$ cat config.mk
export PLATFORM = sky130hd
export DESIGN_NAME = two_point_sensor_calibration
export DESIGN_NICKNAME = d
export VERILOG_FILES = /design/src/tpsc_pkg.sv /design/src/tpsc_regs.sv /design/src/tpsc_prep.sv /design/src/tpsc_div.sv /design/src/tpsc_post.sv /design/src/two_point_sensor_calibration.sv
export SDC_FILE = /design/constraint.sdc
export NUM_CORES = 2
export LEC_CHECK = 0
export ABC_AREA = 1
export BUFFER_PORTS_ARGS = -buffer_cell sky130_fd_sc_hd__buf_4
export CAP_MARGIN = 20
export CELL_PAD_IN_SITES_DETAIL_PLACEMENT = 2
export CELL_PAD_IN_SITES_GLOBAL_PLACEMENT = 2
export CORE_MARGIN = 2
export CORE_UTILIZATION = 35
export CTS_CLUSTER_SIZE = 28
export DETAILED_ROUTE_END_ITERATION = 16
export GPL_TIMING_DRIVEN = 0
export PLACE_DENSITY_LB_ADDON = 0.08
export SYNTH_ARGS = -nofsm -noshare
export SYNTH_HDL_FRONTEND = slang
export SYNTH_HIERARCHICAL = 1
export SYNTH_SLANG_ARGS = --single-unit
$ cat constraint.sdc
create_clock -name i_clk -period 7 [get_ports i_clk]
set_clock_uncertainty 0.2 [all_clocks]
set_input_delay 0 -clock i_clk [delete_from_list [all_inputs] [get_ports i_clk]]
set_output_delay 0 -clock i_clk [all_outputs]
set_load 0.03 [all_outputs]
$ cat src/tpsc_pkg.sv
// Package for the two-point sensor calibration block: widths, codes and shared types.
// No dependencies; imported by every module of the block.
package tpsc_pkg;

    localparam int ADDR_W     = 5;   // eight 32-bit registers at 4-byte spacing
    localparam int DATA_W     = 32;
    localparam int QBITS      = 16;  // quotient bits produced by the divider
    localparam int NUM_MAG_W  = 31;  // magnitude of the numerator
    localparam int DEN_MAG_W  = 17;  // magnitude of the denominator
    localparam int REM_W      = 17;  // partial remainder, below the denominator unless the quotient overflows

    localparam logic [QBITS-1:0] SAT_POS_MAG = 16'd32767;
    localparam logic [QBITS-1:0] SAT_NEG_MAG = 16'd32768;
    localparam logic signed [15:0] VAL_MAX   = 16'sh7FFF;
    localparam logic signed [15:0] VAL_MIN   = 16'sh8000;

    typedef enum logic [2:0] {
        REG_TEMP_P0  = 3'd0,
        REG_TEMP_P1  = 3'd1,
        REG_TEMP_C0  = 3'd2,
        REG_TEMP_C1  = 3'd3,
        REG_HUMID_P0 = 3'd4,
        REG_HUMID_P1 = 3'd5,
        REG_HUMID_C0 = 3'd6,
        REG_HUMID_C1 = 3'd7
    } t_reg_idx;

    typedef enum logic [1:0] {
        ST_OK        = 2'd0,
        ST_NOT_READY = 2'd1,
        ST_EQUAL     = 2'd2,
        ST_SAT       = 2'd3
    } t_status;

    typedef enum logic {
        ACT_TEMP  = 1'b0,
        ACT_HUMID = 1'b1
    } t_action;

    typedef struct packed {
        logic [9:0]         temp_point0_x8;
        logic [9:0]         temp_point1_x8;
        logic signed [15:0] temp_count0;
        logic signed [15:0] temp_count1;
        logic [7:0]         humid_point0_x2;
        logic [7:0]         humid_point1_x2;
        logic signed [15:0] humid_count0;
        logic signed [15:0] humid_count1;
    } t_cal;

    // Control that travels down the pipeline beside each sample.
    typedef struct packed {
        logic valid;
        logic not_ready;
        logic equal_cnt;
        logic neg;
        logic ovf;
    } t_tag;

endpackage

$ cat src/tpsc_regs.sv
// Calibration register file behind the APB-style configuration port.
// Depends on tpsc_pkg.
module tpsc_regs
    import tpsc_pkg::*;
(
    input  logic              i_clk,
    input  logic              i_rst_n,
    input  logic              psel,
    input  logic              penable,
    input  logic              pwrite,
    input  logic [ADDR_W-1:0] paddr,
    input  logic [DATA_W-1:0] pwdata,
    output logic [DATA_W-1:0] prdata,
    output logic              pready,
    output t_cal              o_cal
);

    t_cal     r_cal;
    t_reg_idx idx;
    logic     wr_en;

    assign pready = 1'b1;
    assign idx    = t_reg_idx'(paddr[ADDR_W-1:2]);
    assign wr_en  = psel & penable & pwrite;
    assign o_cal  = r_cal;

    always_ff @(posedge i_clk) begin
        if (!i_rst_n) begin
            r_cal <= '0;
        end else if (wr_en) begin
            case (idx)
                REG_TEMP_P0:  r_cal.temp_point0_x8  <= pwdata[9:0];
                REG_TEMP_P1:  r_cal.temp_point1_x8  <= pwdata[9:0];
                REG_TEMP_C0:  r_cal.temp_count0     <= $signed(pwdata[15:0]);
                REG_TEMP_C1:  r_cal.temp_count1     <= $signed(pwdata[15:0]);
                REG_HUMID_P0: r_cal.humid_point0_x2 <= pwdata[7:0];
                REG_HUMID_P1: r_cal.humid_point1_x2 <= pwdata[7:0];
                REG_HUMID_C0: r_cal.humid_count0    <= $signed(pwdata[15:0]);
                REG_HUMID_C1: r_cal.humid_count1    <= $signed(pwdata[15:0]);
                default:      r_cal                 <= r_cal;
            endcase
        end
    end

    always_comb begin
        case (idx)
            REG_TEMP_P0:  prdata = {22'd0, r_cal.temp_point0_x8};
            REG_TEMP_P1:  prdata = {22'd0, r_cal.temp_point1_x8};
            REG_TEMP_C0:  prdata = {16'd0, r_cal.temp_count0};
            REG_TEMP_C1:  prdata = {16'd0, r_cal.temp_count1};
            REG_HUMID_P0: prdata = {24'd0, r_cal.humid_point0_x2};
            REG_HUMID_P1: prdata = {24'd0, r_cal.humid_point1_x2};
            REG_HUMID_C0: prdata = {16'd0, r_cal.humid_count0};
            REG_HUMID_C1: prdata = {16'd0, r_cal.humid_count1};
            default:      prdata = '0;
        endcase
    end

endmodule

$ cat src/tpsc_prep.sv
// Front of the pipeline: point select, differences, products, numerator and magnitudes.
// Depends on tpsc_pkg; feeds tpsc_div.
module tpsc_prep
    import tpsc_pkg::*;
(
    input  logic                 i_clk,
    input  logic                 i_rst_n,
    input  logic                 i_accept,
    input  logic                 i_action,
    input  logic                 i_data_ready,
    input  logic signed [15:0]   i_raw_count,
    input  t_cal                 i_cal,
    output t_tag                 o_tag,
    output logic [REM_W-1:0]     o_rem,
    output logic [QBITS-1:0]     o_low,
    output logic [DEN_MAG_W-1:0] o_den
);

    // Stage A: select the calibration pair and form the differences.
    logic [9:0]         sel_p0;
    logic [9:0]         sel_p1;
    logic signed [15:0] sel_c0;
    logic signed [15:0] sel_c1;
    t_tag               n_a_tag;
    t_tag               r_a_tag;
    logic               r_a_temp;
    logic signed [16:0] r_a_dr;
    logic signed [10:0] r_a_dp;
    logic signed [16:0] r_a_dc;
    logic [9:0]         r_a_p0;

    always_comb begin
        if (t_action'(i_action) == ACT_TEMP) begin
            sel_p0 = i_cal.temp_point0_x8;
            sel_p1 = i_cal.temp_point1_x8;
            sel_c0 = i_cal.temp_count0;
            sel_c1 = i_cal.temp_count1;
        end else begin
            sel_p0 = {2'b00, i_cal.humid_point0_x2};
            sel_p1 = {2'b00, i_cal.humid_point1_x2};
            sel_c0 = i_cal.humid_count0;
            sel_c1 = i_cal.humid_count1;
        end
        n_a_tag           = '0;
        n_a_tag.valid     = i_accept;
        n_a_tag.not_ready = ~i_data_ready;
        n_a_tag.equal_cnt = (sel_c0 == sel_c1);
    end

    always_ff @(posedge i_clk) begin
        if (!i_rst_n) begin
            r_a_tag <= '0;
        end else begin
            r_a_tag <= n_a_tag;
        end
    end

    always_ff @(posedge i_clk) begin
        r_a_temp <= (t_action'(i_action) == ACT_TEMP);
        r_a_dr   <= $signed({i_raw_count[15], i_raw_count}) - $signed({sel_c0[15], sel_c0});
        r_a_dp   <= $signed({1'b0, sel_p1}) - $signed({1'b0, sel_p0});
        r_a_dc   <= $signed({sel_c1[15], sel_c1}) - $signed({sel_c0[15], sel_c0});
        r_a_p0   <= sel_p0;
    end

    // Stage B: the two products and the denominator.
    t_tag               r_b_tag;
    logic               r_b_temp;
    logic signed [27:0] r_b_prod1;
    logic signed [27:0] r_b_prod2;
    logic signed [17:0] r_b_den;

    always_ff @(posedge i_clk) begin
        if (!i_rst_n) begin
            r_b_tag <= '0;
        end else begin
            r_b_tag <= r_a_tag;
        end
    end

    always_ff @(posedge i_clk) begin
        r_b_temp  <= r_a_temp;
        r_b_prod1 <= r_a_dr * r_a_dp;
        r_b_prod2 <= $signed({1'b0, r_a_p0}) * r_a_dc;
        r_b_den   <= r_a_temp ? $signed({r_a_dc[16], r_a_dc}) : $signed({r_a_dc, 1'b0});
    end

    // Stage C: numerator, scaled by eight for temperature.
    t_tag               r_c_tag;
    logic signed [28:0] sum_c;
    logic signed [31:0] r_c_num;
    logic signed [17:0] r_c_den;

    assign sum_c = $signed({r_b_prod1[27], r_b_prod1}) + $signed({r_b_prod2[27], r_b_prod2});

    always_ff @(posedge i_clk) begin
        if (!i_rst_n) begin
            r_c_tag <= '0;
        end else begin
            r_c_tag <= r_b_tag;
        end
    end

    always_ff @(posedge i_clk) begin
        r_c_num <= r_b_temp ? $signed({sum_c, 3'b000}) : $signed({{3{sum_c[28]}}, sum_c});
        r_c_den <= r_b_den;
    end

    // Stage D: magnitudes, quotient sign and the early overflow test.
    logic [31:0]          num_abs;
    logic [17:0]          den_abs;
    logic [NUM_MAG_W-1:0] num_mag;
    logic [DEN_MAG_W-1:0] den_mag;
    t_tag                 n_d_tag;
    t_tag                 r_d_tag;
    logic [REM_W-1:0]     r_d_rem;
    logic [QBITS-1:0]     r_d_low;
    logic [DEN_MAG_W-1:0] r_d_den;

    always_comb begin
        num_abs = r_c_num[31] ? 32'(-r_c_num) : 32'(r_c_num);
        den_abs = r_c_den[17] ? 18'(-r_c_den) : 18'(r_c_den);
        num_mag = num_abs[NUM_MAG_W-1:0];
        den_mag = den_abs[DEN_MAG_W-1:0];
        n_d_tag     = r_c_tag;
        n_d_tag.neg = r_c_num[31] ^ r_c_den[17];
        // A quotient of 2^16 or more saturates whatever its sign.
        n_d_tag.ovf = {2'b00, num_mag} >= {den_mag, {QBITS{1'b0}}};
    end

    always_ff @(posedge i_clk) begin
        if (!i_rst_n) begin
            r_d_tag <= '0;
        end else begin
            r_d_tag <= n_d_tag;
        end
    end

    always_ff @(posedge i_clk) begin
        r_d_rem <= {{(REM_W-(NUM_MAG_W-QBITS)){1'b0}}, num_mag[NUM_MAG_W-1:QBITS]};
        r_d_low <= num_mag[QBITS-1:0];
        r_d_den <= den_mag;
    end

    assign o_tag = r_d_tag;
    assign o_rem = r_d_rem;
    assign o_low = r_d_low;
    assign o_den = r_d_den;

endmodule

$ cat src/tpsc_div.sv
// Pipelined restoring divider, one quotient bit per register stage.
// Depends on tpsc_pkg; fed by tpsc_prep, feeds tpsc_post.
module tpsc_div
    import tpsc_pkg::*;
(
    input  logic                 i_clk,
    input  logic                 i_rst_n,
    input  t_tag                 i_tag,
    input  logic [REM_W-1:0]     i_rem,
    input  logic [QBITS-1:0]     i_low,
    input  logic [DEN_MAG_W-1:0] i_den,
    output t_tag                 o_tag,
    output logic [QBITS-1:0]     o_quot
);

    t_tag                 r_tag  [QBITS];
    logic [REM_W-1:0]     r_rem  [QBITS];
    logic [QBITS-1:0]     r_low  [QBITS];
    logic [QBITS-1:0]     r_quot [QBITS];
    logic [DEN_MAG_W-1:0] r_den  [QBITS];

    for (genvar k = 0; k < QBITS; k++) begin : g_stage
        t_tag                 tag_in;
        logic [REM_W-1:0]     rem_in;
        logic [QBITS-1:0]     low_in;
        logic [QBITS-1:0]     quot_in;
        logic [DEN_MAG_W-1:0] den_in;
        logic [REM_W:0]       trial;
        logic [REM_W:0]       diff;
        logic                 take;

        if (k == 0) begin : g_first
            assign tag_in  = i_tag;
            assign rem_in  = i_rem;
            assign low_in  = i_low;
            assign quot_in = '0;
            assign den_in  = i_den;
        end else begin : g_next
            assign tag_in  = r_tag[k-1];
            assign rem_in  = r_rem[k-1];
            assign low_in  = r_low[k-1];
            assign quot_in = r_quot[k-1];
            assign den_in  = r_den[k-1];
        end

        assign trial = {rem_in, low_in[QBITS-1]};
        assign diff  = trial - {{(REM_W+1-DEN_MAG_W){1'b0}}, den_in};
        assign take  = trial >= {{(REM_W+1-DEN_MAG_W){1'b0}}, den_in};

        always_ff @(posedge i_clk) begin
            if (!i_rst_n) begin
                r_tag[k] <= '0;
            end else begin
                r_tag[k] <= tag_in;
            end
        end

        always_ff @(posedge i_clk) begin
            r_rem[k]  <= take ? diff[REM_W-1:0] : trial[REM_W-1:0];
            r_low[k]  <= {low_in[QBITS-2:0], 1'b0};
            r_quot[k] <= {quot_in[QBITS-2:0], take};
            r_den[k]  <= den_in;
        end
    end

    assign o_tag  = r_tag[QBITS-1];
    assign o_quot = r_quot[QBITS-1];

endmodule

$ cat src/tpsc_post.sv
// Output stage: sign, saturation, special cases and the result register.
// Depends on tpsc_pkg; fed by tpsc_div.
module tpsc_post
    import tpsc_pkg::*;
(
    input  logic               i_clk,
    input  logic               i_rst_n,
    input  t_tag               i_tag,
    input  logic [QBITS-1:0]   i_quot,
    output logic               o_valid,
    output logic signed [15:0] o_value,
    output logic [1:0]         o_status
);

    logic               big;
    logic               sat;
    logic [QBITS-1:0]   neg_quot;
    logic signed [15:0] n_value;
    t_status            n_status;
    logic               r_valid;
    logic signed [15:0] r_value;
    t_status            r_status;

    always_comb begin
        big      = i_tag.neg ? (i_quot > SAT_NEG_MAG) : (i_quot > SAT_POS_MAG);
        sat      = i_tag.ovf | big;
        neg_quot = ~i_quot + 1'b1;
        if (i_tag.not_ready) begin
            n_value  = '0;
            n_status = ST_NOT_READY;
        end else if (i_tag.equal_cnt) begin
            n_value  = '0;
            n_status = ST_EQUAL;
        end else if (sat) begin
            n_value  = i_tag.neg ? VAL_MIN : VAL_MAX;
            n_status = ST_SAT;
        end else begin
            n_value  = i_tag.neg ? $signed(neg_quot) : $signed(i_quot);
            n_status = ST_OK;
        end
    end

    always_ff @(posedge i_clk) begin
        if (!i_rst_n) begin
            r_valid <= 1'b0;
        end else begin
            r_valid <= i_tag.valid;
        end
    end

    always_ff @(posedge i_clk) begin
        r_value  <= n_value;
        r_status <= n_status;
    end

    assign o_valid  = r_valid;
    assign o_value  = r_value;
    assign o_status = r_status;

endmodule

$ cat src/two_point_sensor_calibration.sv
// Top level of the two-point sensor calibration block.
// Depends on tpsc_pkg, tpsc_regs, tpsc_prep, tpsc_div and tpsc_post.
//
// Usage. A raw signed 16-bit count is converted to a calibrated value by linear
// interpolation between two calibration points. Action 0 gives temperature in
// 1/64 degree, action 1 gives humidity in whole percent, truncated toward zero
// and saturated to 16 bits. The eight calibration registers are written through
// the APB-style port at byte address 4*i; pready is always high and a read
// returns the register contents.
// A sample beat is taken at every rising edge with start high and busy low.
// busy is low at all times outside reset, so one sample can enter each cycle.
// The result beat is shown on o_value and o_status with o_valid high for one
// cycle. Each sample passes through four front stages (select, multiply, add,
// magnitude), sixteen divider stages of one quotient bit each, and the output
// register. Throughput is one sample per cycle. The receiver cannot stall, so
// no result ever waits.
// Reset clears the calibration registers and the valid bits of the pipeline;
// samples in flight are dropped and busy stays high while reset is held.
module two_point_sensor_calibration
    import tpsc_pkg::*;
(
    input  logic               i_clk,
    input  logic               i_rst_n,
    input  logic               psel,
    input  logic               penable,
    input  logic               pwrite,
    input  logic [ADDR_W-1:0]  paddr,
    input  logic [DATA_W-1:0]  pwdata,
    output logic [DATA_W-1:0]  prdata,
    output logic               pready,
    input  logic               start,
    output logic               busy,
    input  logic               i_action,
    input  logic               i_data_ready,
    input  logic signed [15:0] i_raw_count,
    output logic               o_valid,
    output logic signed [15:0] o_value,
    output logic [1:0]         o_status
);

    t_cal                 cal;
    t_tag                 prep_tag;
    logic [REM_W-1:0]     prep_rem;
    logic [QBITS-1:0]     prep_low;
    logic [DEN_MAG_W-1:0] prep_den;
    t_tag                 div_tag;
    logic [QBITS-1:0]     div_quot;
    logic                 accept;

    // The pipeline never backs up, so the only time a beat is refused is reset.
    assign busy   = ~i_rst_n;
    assign accept = start & ~busy;

    tpsc_regs u_regs (
        .i_clk   (i_clk),
        .i_rst_n (i_rst_n),
        .psel    (psel),
        .penable (penable),
        .pwrite  (pwrite),
        .paddr   (paddr),
        .pwdata  (pwdata),
        .prdata  (prdata),
        .pready  (pready),
        .o_cal   (cal)
    );

    // Front stages: point select and differences, products, numerator,
    // then magnitudes with the sign of the quotient and the overflow test.
    tpsc_prep u_prep (
        .i_clk        (i_clk),
        .i_rst_n      (i_rst_n),
        .i_accept     (accept),
        .i_action     (i_action),
        .i_data_ready (i_data_ready),
        .i_raw_count  (i_raw_count),
        .i_cal        (cal),
        .o_tag        (prep_tag),
        .o_rem        (prep_rem),
        .o_low        (prep_low),
        .o_den        (prep_den)
    );

    // Unsigned division of the magnitudes; only sixteen quotient bits are
    // needed because larger quotients were already flagged as saturating.
    tpsc_div u_div (
        .i_clk   (i_clk),
        .i_rst_n (i_rst_n),
        .i_tag   (prep_tag),
        .i_rem   (prep_rem),
        .i_low   (prep_low),
        .i_den   (prep_den),
        .o_tag   (div_tag),
        .o_quot  (div_quot)
    );

    // In priority: not-ready, equal-count, clamping, else the signed quotient.
    tpsc_post u_post (
        .i_clk    (i_clk),
        .i_rst_n  (i_rst_n),
        .i_tag    (div_tag),
        .i_quot   (div_quot),
        .o_valid  (o_valid),
        .o_value  (o_value),
        .o_status (o_status)
    );

endmodule

==> flow_results.xml <==
<?xml version="1.0" encoding="UTF-8"?>
<metrics>
  <group name="global_route">
    <metric name="initial_antenna_violation_count" unit="">4</metric>
    <metric name="number_of_global_route_vias_before_repair" unit="">68500</metric>
    <metric name="grt.overflow.total" unit="">0</metric>
    <metric name="global_route.usage.total" unit="%">24.1</metric>
    <metric name="grt_start_max_net_pins" unit="">17</metric>
    <metric name="grt_first_pass_wirelength" unit="um">387000</metric>
  </group>
  <group name="clocking">
    <metric name="worst_skew_pair.late_latency" unit="ns">0.82</metric>
    <metric name="clk_pin_slew_worst_paths" unit="ns">0.06</metric>
    <metric name="clock-root-buffer" unit="">sky130_fd_sc_hd__clkbuf_16</metric>
    <metric name="clock_sinks" unit="">1208</metric>
    <metric name="post_cts_repair_setup_buffers" unit="">0</metric>
    <metric name="ctsHtreeMaxLevel" unit="">4</metric>
    <metric name="cts_buffers" unit="">144</metric>
    <metric name="cts_tree" unit="">done</metric>
    <metric name="cts_buffer_depth" unit="">3</metric>
  </group>
  <group name="synthesis">
    <metric name="synthMuxAreaShare" unit="%">0.313</metric>
    <metric name="synth.ff_latch_count" unit="">1208</metric>
    <metric name="syn_area" unit="mm2">0.0704</metric>
    <metric name="synth_largest_area_cell" unit="">sky130_fd_sc_hd__dfxtp_1</metric>
    <metric name="main_combinational_cell_family_by_area_after_synthesis" unit="">simple AND/OR/NAND/NOR gates</metric>
    <metric name="syn-instance-count" unit="">9473</metric>
    <metric name="synth_top_area_share" unit="%">34.3</metric>
    <metric name="synthesis.area_per_instance" unit="um2">7.44</metric>
    <metric name="synth_simple_gate_area_share" unit="%">27.1</metric>
    <metric name="synth_seq_area_share" unit="%">34.3</metric>
    <metric name="ys_warn_count" unit="">6</metric>
    <metric name="synth.top_cells.by_area" unit="">sky130_fd_sc_hd__dfxtp_1 34%, sky130_fd_sc_hd__nand2_1 15%, sky130_fd_sc_hd__inv_1 10%</metric>
    <metric name="yosys.cell_types.count" unit="">70</metric>
    <metric name="synthesized_area_fraction_occupied_by_ao_oa_aoi_and_oai_cells" unit="%">4.76</metric>
    <metric name="synthXorXnorAreaFrac" unit="%">3.11</metric>
    <metric name="synth_fa_ha_area_share" unit="%">18.3</metric>
  </group>
  <group name="final_layout">
    <metric name="final.fill_count" unit="">23300</metric>
    <metric name="synthToLayoutAreaGrowth" unit="%">14.2</metric>
    <metric name="drive_gt1_share" unit="%">6.73</metric>
    <metric name="nets" unit="">10700</metric>
  </group>
  <group name="floorplan">
    <metric name="row_count" unit="">164</metric>
    <metric name="dieHeight" unit="um">453</metric>
    <metric name="initial_utilization" unit="%">35.2</metric>
    <metric name="die_width" unit="um">453</metric>
    <metric name="core" unit="mm2">0.200</metric>
    <metric name="die_area" unit="mm2">0.205</metric>
    <metric name="boundaryPins" unit="">114</metric>
  </group>
  <group name="run">
    <metric name="maxCapViolCount" unit="">0</metric>
  </group>
  <group name="critical_path">
    <metric name="endpoint_kind" unit="">register</metric>
    <metric name="critPathMaxFanout" unit="">10</metric>
    <metric name="startpoint_type" unit="">register</metric>
    <metric name="critical_path_arrival" unit="ns">7.14</metric>
    <metric name="timing.critical_path.required" unit="ns">7.50</metric>
    <metric name="criticalPathCategory" unit="">register to register</metric>
  </group>
  <group name="sta">
    <metric name="finalSetupTns" unit="ns">0</metric>
    <metric name="rsz0062_at_grt" unit="">false</metric>
    <metric name="setup_viol_count_final" unit="">0</metric>
    <metric name="fin_crit_sh" unit="%">94.9</metric>
    <metric name="timing_worst_slew_pin_value" unit="ns">1.05</metric>
    <metric name="drv_slew" unit="">0</metric>
    <metric name="final_period_minus_worst_setup_slack" unit="ns">6.64</metric>
    <metric name="slew_headroom" unit="%">29.5</metric>
    <metric name="timing.final.hold_violations" unit="">0</metric>
    <metric name="clock.fmax" unit="MHz">151</metric>
  </group>
  <group name="routing">
    <metric name="routed_via_density" unit="">4.78</metric>
    <metric name="routed-via-count" unit="">60100</metric>
    <metric name="remaining_drc_errors" unit="">0</metric>
    <metric name="ant_nets" unit="">0</metric>
    <metric name="drt-initial-drc-count" unit="">2078</metric>
    <metric name="detail_route.wl_per_cell" unit="um">19.5</metric>
    <metric name="drt_wl_total" unit="um">245000</metric>
    <metric name="detail_route.first_pass.iterations" unit="">5</metric>
  </group>
  <group name="hold_path">
    <metric name="timing.hold.worst.class" unit="">input port to register</metric>
  </group>
  <group name="placement">
    <metric name="routabilityCongestion" unit="">0.873</metric>
    <metric name="place_hpwl" unit="um">198000</metric>
    <metric name="placement.io_buffers" unit="">68</metric>
  </group>
  <group name="status">
    <metric name="status" unit="">finished, final reports clean</metric>
  </group>
</metrics>
## layout by cell type, fill, tap and decap left out, types with 10 or more instances in the layout
| cell | instances |
|---|---|
| sky130_fd_sc_hd__nand2_2 | 79 |
| sky130_fd_sc_hd__buf_6 | 23 |
| sky130_fd_sc_hd__and2_1 | 23 |
| sky130_fd_sc_hd__nand4_1 | 115 |
| sky130_fd_sc_hd__or2_2 | 28 |
| sky130_fd_sc_hd__nor4_4 | 14 |
| sky130_fd_sc_hd__and3_1 | 14 |
| sky130_fd_sc_hd__xnor2_1 | 70 |
| sky130_fd_sc_hd__nand2_4 | 26 |
| sky130_fd_sc_hd__buf_2 | 35 |
| sky130_fd_sc_hd__o21ai_0 | 197 |
| sky130_fd_sc_hd__o21ai_2 | 15 |
| sky130_fd_sc_hd__o21bai_1 | 10 |
| sky130_fd_sc_hd__nand2_1 | 2848 |
| sky130_fd_sc_hd__ha_1 | 483 |
| sky130_fd_sc_hd__clkbuf_1 | 153 |
| sky130_fd_sc_hd__dfxtp_1 | 1208 |
| sky130_fd_sc_hd__buf_4 | 124 |
| sky130_fd_sc_hd__xor2_1 | 180 |
| sky130_fd_sc_hd__nor2_4 | 23 |
| sky130_fd_sc_hd__or2_1 | 15 |
| sky130_fd_sc_hd__bufinv_16 | 16 |
| sky130_fd_sc_hd__nand3_1 | 546 |
| sky130_fd_sc_hd__clkbuf_8 | 22 |
| sky130_fd_sc_hd__inv_1 | 1875 |
| sky130_fd_sc_hd__conb_1 | 19 |
| sky130_fd_sc_hd__a21oi_1 | 304 |
| sky130_fd_sc_hd__mux2i_1 | 22 |
| sky130_fd_sc_hd__nor3_1 | 128 |
| sky130_fd_sc_hd__clkbuf_16 | 147 |
| sky130_fd_sc_hd__clkinv_2 | 13 |
| sky130_fd_sc_hd__o21ai_1 | 21 |
| sky130_fd_sc_hd__nor2_1 | 477 |
| sky130_fd_sc_hd__nor2_2 | 25 |
| sky130_fd_sc_hd__dlygate4sd3_1 | 99 |
| sky130_fd_sc_hd__nand3b_1 | 26 |
| sky130_fd_sc_hd__fa_1 | 343 |
## per-stage QoR
| step | instances | hold WS (ns) | worst slack [ns] | util (%) | instance area (um2) |
|---|---|---|---|---|---|
| 2_1_floorplan | 9489 | -0.128 | 1.60 | - | 70500 |
| 3_3_place_gp | 12200 | -0.0256 | 0.490 | 37.2 | 74300 |
| 3_5_place_dp | 12200 | -0.0264 | 0.388 | 37.2 | 74300 |
| 4_1_cts | 12600 | 0.0132 | 0.349 | 40.2 | 80400 |
| 5_1_grt | 12600 | 0.0677 | 0.0212 | 40.2 | 80400 |
| 6_report | 12600 | 0.0696 | 0.359 | 40.2 | 80400 |
## registers in the layout, indices dropped and copies added (netlist names), 5 cells and up
| register | count |
|---|---|
| u_prep/r_c_num | 32 |
| u_div/r_quot | 136 |
| u_regs/o_cal | 100 |
| u_prep/r_c_den | 18 |
| u_prep/r_b_den | 18 |
| u_prep/r_a_dp | 11 |
| u_div/r_low | 120 |
| u_prep/r_a_dc | 17 |
| u_div/r_tag | 80 |
| u_post/o_value | 16 |
| u_div/r_den | 255 |
| u_prep/o_den | 17 |
| u_prep/o_low | 16 |
| u_prep/o_tag | 5 |
| u_prep/r_b_prod2 | 28 |
| u_prep/r_a_dr | 17 |
| u_prep/o_rem | 15 |
| u_prep/r_b_prod1 | 28 |
| u_prep/r_a_p0 | 10 |
| u_div/r_rem | 255 |
## logic make-up after synthesis
logic type | Yosys count
AO/OA/AOI/OAI | 609
XOR/XNOR | 250
adder cells (fa/ha/maj) | 826
buffers and inverters | 2134
flip-flops | 1208
multiplexers | 22
other | 3
AND/OR/NAND/NOR | 4421
## critical path: stages, from the launching register on
cell and delay, ns:
sky130_fd_sc_hd__dfxtp_1 0.31, sky130_fd_sc_hd__clkbuf_1 0.47, sky130_fd_sc_hd__clkbuf_1 0.55, sky130_fd_sc_hd__nand2_1 0.16
sky130_fd_sc_hd__fa_1 0.58, sky130_fd_sc_hd__inv_1 0.17, sky130_fd_sc_hd__fa_1 0.70, sky130_fd_sc_hd__inv_1 0.13
sky130_fd_sc_hd__fa_1 0.57, sky130_fd_sc_hd__inv_1 0.06, sky130_fd_sc_hd__fa_1 0.56, sky130_fd_sc_hd__inv_1 0.07
sky130_fd_sc_hd__fa_1 0.54, sky130_fd_sc_hd__inv_1 0.04, sky130_fd_sc_hd__ha_1 0.35, sky130_fd_sc_hd__nand2_1 0.12
sky130_fd_sc_hd__nor3_1 0.23, sky130_fd_sc_hd__nand2_1 0.08, sky130_fd_sc_hd__o211ai_1 0.30, sky130_fd_sc_hd__nand2_1 0.10
sky130_fd_sc_hd__nand2_1 0.09, sky130_fd_sc_hd__xor2_1 0.14
## synth_stat cells (all sizes together)
library cell / instances
a21oi: 309
or2: 52
a21o: 6
nor2: 526
mux2i: 22
nand2: 2955
a211oi: 8
inv: 1882
dfxtp: 1208
o211a: 1
nor4: 19
a31oi: 2
and3: 14
nor4b: 1
clkbuf: 128
clkinv: 4
fa: 343
o311ai: 2
o21bai: 12
o21a: 9
and2: 23
nor3b: 1
o21ai: 234
xnor2: 70
o221ai: 1
nand4: 115
xor2: 180
o211ai: 6
nor3: 132
ha: 483
a21boi: 13
nand3: 556
buf: 120
a221oi: 2
conb: 3
o2111ai: 2
o31ai: 2
nand3b: 27
## per-layer routing
metal / global-route usage (%) / vias up / wire (um)
li1: - / 29400 / -
met1: 27.3 / 29500 / 101000
met2: 45.3 / 726 / 127000
met3: 2.89 / 462 / 5790
met4: 10.2 / 2 / 11000
met5: 0 / - / 9
## layout make-up
class	instances	area, um2	share of cell area [%]
diodes	3	7.51	0.00934
plain buffers	248	1380	1.71
clock buffers	196	4080	5.08
clock inverters	62	982	1.22
inverters	1886	7080	8.81
multi-input cells	6147	37900	47.1
flip-flops and latches	1208	24200	30.1
well taps	2656	3320	4.13
repair buffers	168	1510	1.88
## worst paths after layout
check / to / startpoint / cells after the start / slack [ns]
setup / recovery: u_prep/r_b_prod1[27] / u_prep/r_a_dp[4] / 21 / 0.36
hold / removal: u_prep/r_a_tag[2] / i_rst_n / 4 / 0.07
setup reg to reg: u_prep/r_b_prod1[27] / u_prep/r_a_dp[4] / 21 / 0.36
hold reg to reg: u_div/r_low[0][48] / u_div/r_low[0][33] / 0 / 0.10
## what timing repair did
item	in CTS	in global routing
hold endpoints to repair	206	0
hold buffers	99	0
resized for setup	0	2
endpoints found under the setup margin	0	1
Power is left out: the tool's default activity adds up to more than one toggle a clock period on the data nets, which glitch-free logic cannot reach.
